--- src/mstw_pkg.sv ---
// Shared constants and controller/datapath handshake types for the spanning tree block.
package mstw_pkg;

  localparam int MAX_NODES_DEF   = 64;
  localparam int WEIGHT_BITS_DEF = 16;

  localparam int NODE_FIELD_W   = 6;
  localparam int WEIGHT_FIELD_W = 16;
  localparam int COUNT_FIELD_W  = 7;
  localparam int TOTAL_W        = 22;

  localparam longint TOTAL_MAX = (64'sd1 <<< (TOTAL_W - 1)) - 64'sd1;
  localparam longint TOTAL_MIN = -TOTAL_MAX - 64'sd1;

  localparam logic CMD_ADD = 1'b0;
  localparam logic CMD_RUN = 1'b1;

  typedef struct packed {
    logic clr_step;
    logic load;
    logic add_rd_a;
    logic add_wr_a;
    logic add_rd_b;
    logic add_wr_b;
    logic init_step;
    logic first;
    logic pass_start;
    logic relax_step;
    logic take;
    logic sum_add;
    logic emit;
  } mstw_cmd_t;

  typedef struct packed {
    logic clr_last;
    logic range_ok;
    logic one_way;
    logic count_zero;
    logic j_last;
    logic found;
  } mstw_sts_t;

endpackage

--- src/mstw_ctrl.sv ---
// Sequencing state machine for edge loading, reset clearing and Prim passes.
module mstw_ctrl
  import mstw_pkg::*;
(
  input  logic      clk,
  input  logic      rst,
  input  logic      start,
  input  logic      cmd,
  input  mstw_sts_t sts,
  output mstw_cmd_t ctl,
  output logic      busy
);

  typedef enum logic [3:0] {
    S_CLEAR,
    S_IDLE,
    S_A_RD,
    S_A_WR,
    S_B_RD,
    S_B_WR,
    S_CHECK,
    S_INIT,
    S_PICK,
    S_RELAX,
    S_DRAIN,
    S_TAKE
  } state_t;

  state_t state, state_next;

  always_comb begin
    ctl        = '0;
    state_next = state;
    case (state)
      S_CLEAR: begin
        ctl.clr_step = 1'b1;
        if (sts.clr_last) state_next = S_IDLE;
      end
      S_IDLE: begin
        if (start) begin
          ctl.load   = 1'b1;
          state_next = (cmd == CMD_RUN) ? S_CHECK : S_A_RD;
        end
      end
      S_A_RD: begin
        ctl.add_rd_a = 1'b1;
        state_next   = sts.range_ok ? S_A_WR : S_IDLE;
      end
      S_A_WR: begin
        ctl.add_wr_a = 1'b1;
        state_next   = sts.one_way ? S_IDLE : S_B_RD;
      end
      S_B_RD: begin
        ctl.add_rd_b = 1'b1;
        state_next   = S_B_WR;
      end
      S_B_WR: begin
        ctl.add_wr_b = 1'b1;
        state_next   = S_IDLE;
      end
      S_CHECK: begin
        if (sts.count_zero) begin
          ctl.emit   = 1'b1;
          state_next = S_IDLE;
        end else begin
          state_next = S_INIT;
        end
      end
      S_INIT: begin
        ctl.init_step = 1'b1;
        if (sts.j_last) begin
          ctl.first  = 1'b1;
          state_next = S_PICK;
        end
      end
      S_PICK: begin
        // a node joins: add its link and relax its row, else no node is left to join
        if (sts.found) begin
          ctl.sum_add    = 1'b1;
          ctl.pass_start = 1'b1;
          state_next     = S_RELAX;
        end else begin
          ctl.emit   = 1'b1;
          state_next = S_IDLE;
        end
      end
      S_RELAX: begin
        ctl.relax_step = 1'b1;
        if (sts.j_last) state_next = S_DRAIN;
      end
      S_DRAIN: begin
        state_next = S_TAKE;
      end
      S_TAKE: begin
        ctl.take   = 1'b1;
        state_next = S_PICK;
      end
      default: begin
        state_next = S_IDLE;
      end
    endcase
  end

  always_ff @(posedge clk) begin
    if (rst) begin
      state <= S_CLEAR;
      busy  <= 1'b1;
    end else begin
      state <= state_next;
      busy  <= (state_next != S_IDLE);
    end
  end

endmodule

--- config.mk ---
export PLATFORM = sky130hd
export DESIGN_NAME = mstw_ctrl
export DESIGN_NICKNAME = d
export VERILOG_FILES = /design/src/mstw_pkg.sv /design/src/mstw_ctrl.sv
export SDC_FILE = /design/constraint.sdc
export NUM_CORES = 1
export LEC_CHECK = 0
export BUFFER_PORTS_ARGS = -buffer_cell sky130_fd_sc_hd__buf_2
export CAP_MARGIN = 20
export CELL_PAD_IN_SITES_DETAIL_PLACEMENT = 0
export CELL_PAD_IN_SITES_GLOBAL_PLACEMENT = 1
export CORE_MARGIN = 4
export CORE_UTILIZATION = 30
export DETAILED_ROUTE_END_ITERATION = 8
export GPL_ROUTABILITY_DRIVEN = 0
export PLACE_DENSITY = 0.91
export SLEW_MARGIN = 20
export SYNTH_ARGS = -nofsm -noshare
export SYNTH_HDL_FRONTEND = slang
export SYNTH_SLANG_ARGS = --single-unit
--- constraint.sdc ---
create_clock -name clk -period 3.4 [get_ports clk]
set_clock_uncertainty 0.15 [all_clocks]
set_input_delay 0.68 -clock clk [delete_from_list [all_inputs] [get_ports clk]]
set_output_delay 0.68 -clock clk [all_outputs]
set_load 0.05 [all_outputs]
==> reports/results.tsv <==
metric	value	unit
fin crit period	2450	ps
Post-Synthesis Cells	61	
Comb pwr share	0.432	
initial antenna violation count	0	
final setup fails	0	
final core occ	0.418	
Slew @ Worst Pin	490	ps
fin crit share	0.720	
TritonCTS clock tree	done	
Final Cell Area	558	µm²
Worst Hold Class	input port to register	
first-pass GRT wire length	1.71	mm
Worst Hold Slack	527	ps
setup TNS	0	ps
core area	1330	µm²
FF/Latch Area	100	µm²
Worst IR Drop VDD	0.239	mV
CP Max Fanout	15	
Yosys cell types	29	
crit path cell chain	nand2_1 > nor2_1 > and2_1 > buf_2	
flops & latches, synth	5	
Net Switching	127	µW
chip width	46.2	µm
CP endpoint kind	output pin	
clk sinks	5	
Clock Pin Slew Worst Setup and Hold Paths	50	ps
number of nets with antenna violations after routing	0	
antenna diode count	0	
GRT Resource Usage Total	0.105	
vias in the first global route	412	
Pre-antenna DRT Iters	4	
Inserted Clock Buffers	3	
# H-tree levels	1	
clock root buffer master	clkbuf_4	
pwr dens	499	nW/µm²
vias	490	
Ports	24	
post-synthesis sequential area ratio	0.229	
Fill cells	144	
most frequent cells in the layout	buf_2 (23), nor2_1 (12), dfxtp_1 (5), nor3_1 (4), a21oi_1 (4)	
RSZ-0062 raised after global routing	false	
Multi-input gate area	290	µm²
Most used DFF post-synth	dfxtp_1	
DRT Wirelength	1.11	mm
largest net degree at the start of global routing	16	
CP max stage delay	620	ps
Fmax	408	MHz
post-cts sizing count	0	
row count	13	
Lkg Pwr	0.000259	µW
Mapped Nets	71	
Area Overhead vs Synth	27.8	%
synthesis warning total	0	
# hold bufs at CTS	0	
Initial Util	0.327	
critical path arrival	1620	ps
share of cells above drive strength 1	0.337	
max_slew headroom	0.673	
P_int	151	µW
commonest non-fill, non-tap cell in the layout	buf_2	
routed vias/inst	5.00	
Starting DRT DRC Count	10	
Clock Power Share	0.244	
worst setup path class	register to output pin	
# port buffers	23	
Mapped Area	437	µm²
crit start category	register	
Cell Area, Placed	532	µm²
Buf+Inv Stages, Crit Path	1	
height of the die	46.2	µm
Mean Syn Cell Area	7.16	µm²
number of buffers added for setup after CTS	0	
worst skew pair latency	240	ps
slowest CP cell	dfxtp_1	
ys async rst share	0	
delay-heaviest family, CP	flip-flops	
Residual DRC	0	
routed len/inst	11.3	µm
detailed placer's ending HPWL	889	µm
die area	2130	µm²
maxcap violations	0	
Post-synth EDFFs	0	
Switching Fraction	0.457	
sequential power share	0.324	
Bufs on Longest Clock Path	2	
Worst EP required	2570	ps
final hold violations	0	
outcome	finished clean	
Pins Over Slew Limit	0	
fin nets	94	
global route total overflow	0	
[sequential cells by signal (all words and copies together) (netlist names)]
signal / count
state: 4
busy: 1
[layout make-up]
class	count	area share
Inverter	2	0.0135
Multi-Input combinational cell	49	0.520
Clock buffer	4	0.0471
Sequential cell	5	0.179
Timing Repair Buffer	23	0.206
Tap cell	15	0.0336
[synthesized netlist by cell type, types with 2 or more instances]
| cell | n | area share |
|---|---|---|
| nand2_1 | 2 | 0.017 |
| inv_1 | 2 | 0.017 |
| nor4_1 | 2 | 0.029 |
| nor2_1 | 12 | 0.10 |
| nor2b_1 | 2 | 0.029 |
| dfxtp_1 | 5 | 0.23 |
| a21oi_1 | 4 | 0.046 |
| nor3_1 | 4 | 0.046 |
| mux2i_1 | 3 | 0.069 |
| o21ai_0 | 2 | 0.023 |
| buf_4 | 3 | 0.052 |
| nand2b_1 | 3 | 0.043 |
[power by group through the flow]
stage	registers, µW	logic (µW)	clock network, µW
global placement	90.7	121	0
finish	90.3	120	67.9
global route	93.4	131	74.2
CTS	89.8	122	70.4
floorplan	87.1	102	0
detailed placement	91.2	121	0
[per-stage QoR]
stage	std cells	setup WS, ps	power [µW]
detailed placement	94	1200	212
finish	98	951	279
floorplan	61	523	189
CTS	98	966	282
global route	98	801	298
global placement	94	1200	211
[logic make-up after synthesis]
kind of cell | count (synthesis) | share of synthesized area
compound gates | 12 | 0.189
buf+inv | 7 | 0.106
flops | 5 | 0.229
mux | 3 | 0.0688
simple gates | 34 | 0.407
[final timing paths]
| kind | startpoint | to | slack, ps | depth (start not counted) |
|---|---|---|---|---|
| min | rst | state[2] | 530 | 2 |
| min reg2reg | state[3] | state[2] | 600 | 2 |
| max | state[0] | ctl[5] | 950 | 4 |
| max reg2reg | state[1] | busy | 1640 | 5 |
[layer usage]
| metal | vias to the layer above | part of all wire | GRT usage |
|---|---|---|---|
| met4 | 0 | 0 | 0.0170 |
| met5 | - | 0 | 0 |
| met1 | 214 | 0.43 | 0.138 |
| met3 | 0 | 0.081 | 0.0117 |
| met2 | 16 | 0.48 | 0.184 |
| li1 | 260 | - | - |
Power figures use the tool's default switching activity.
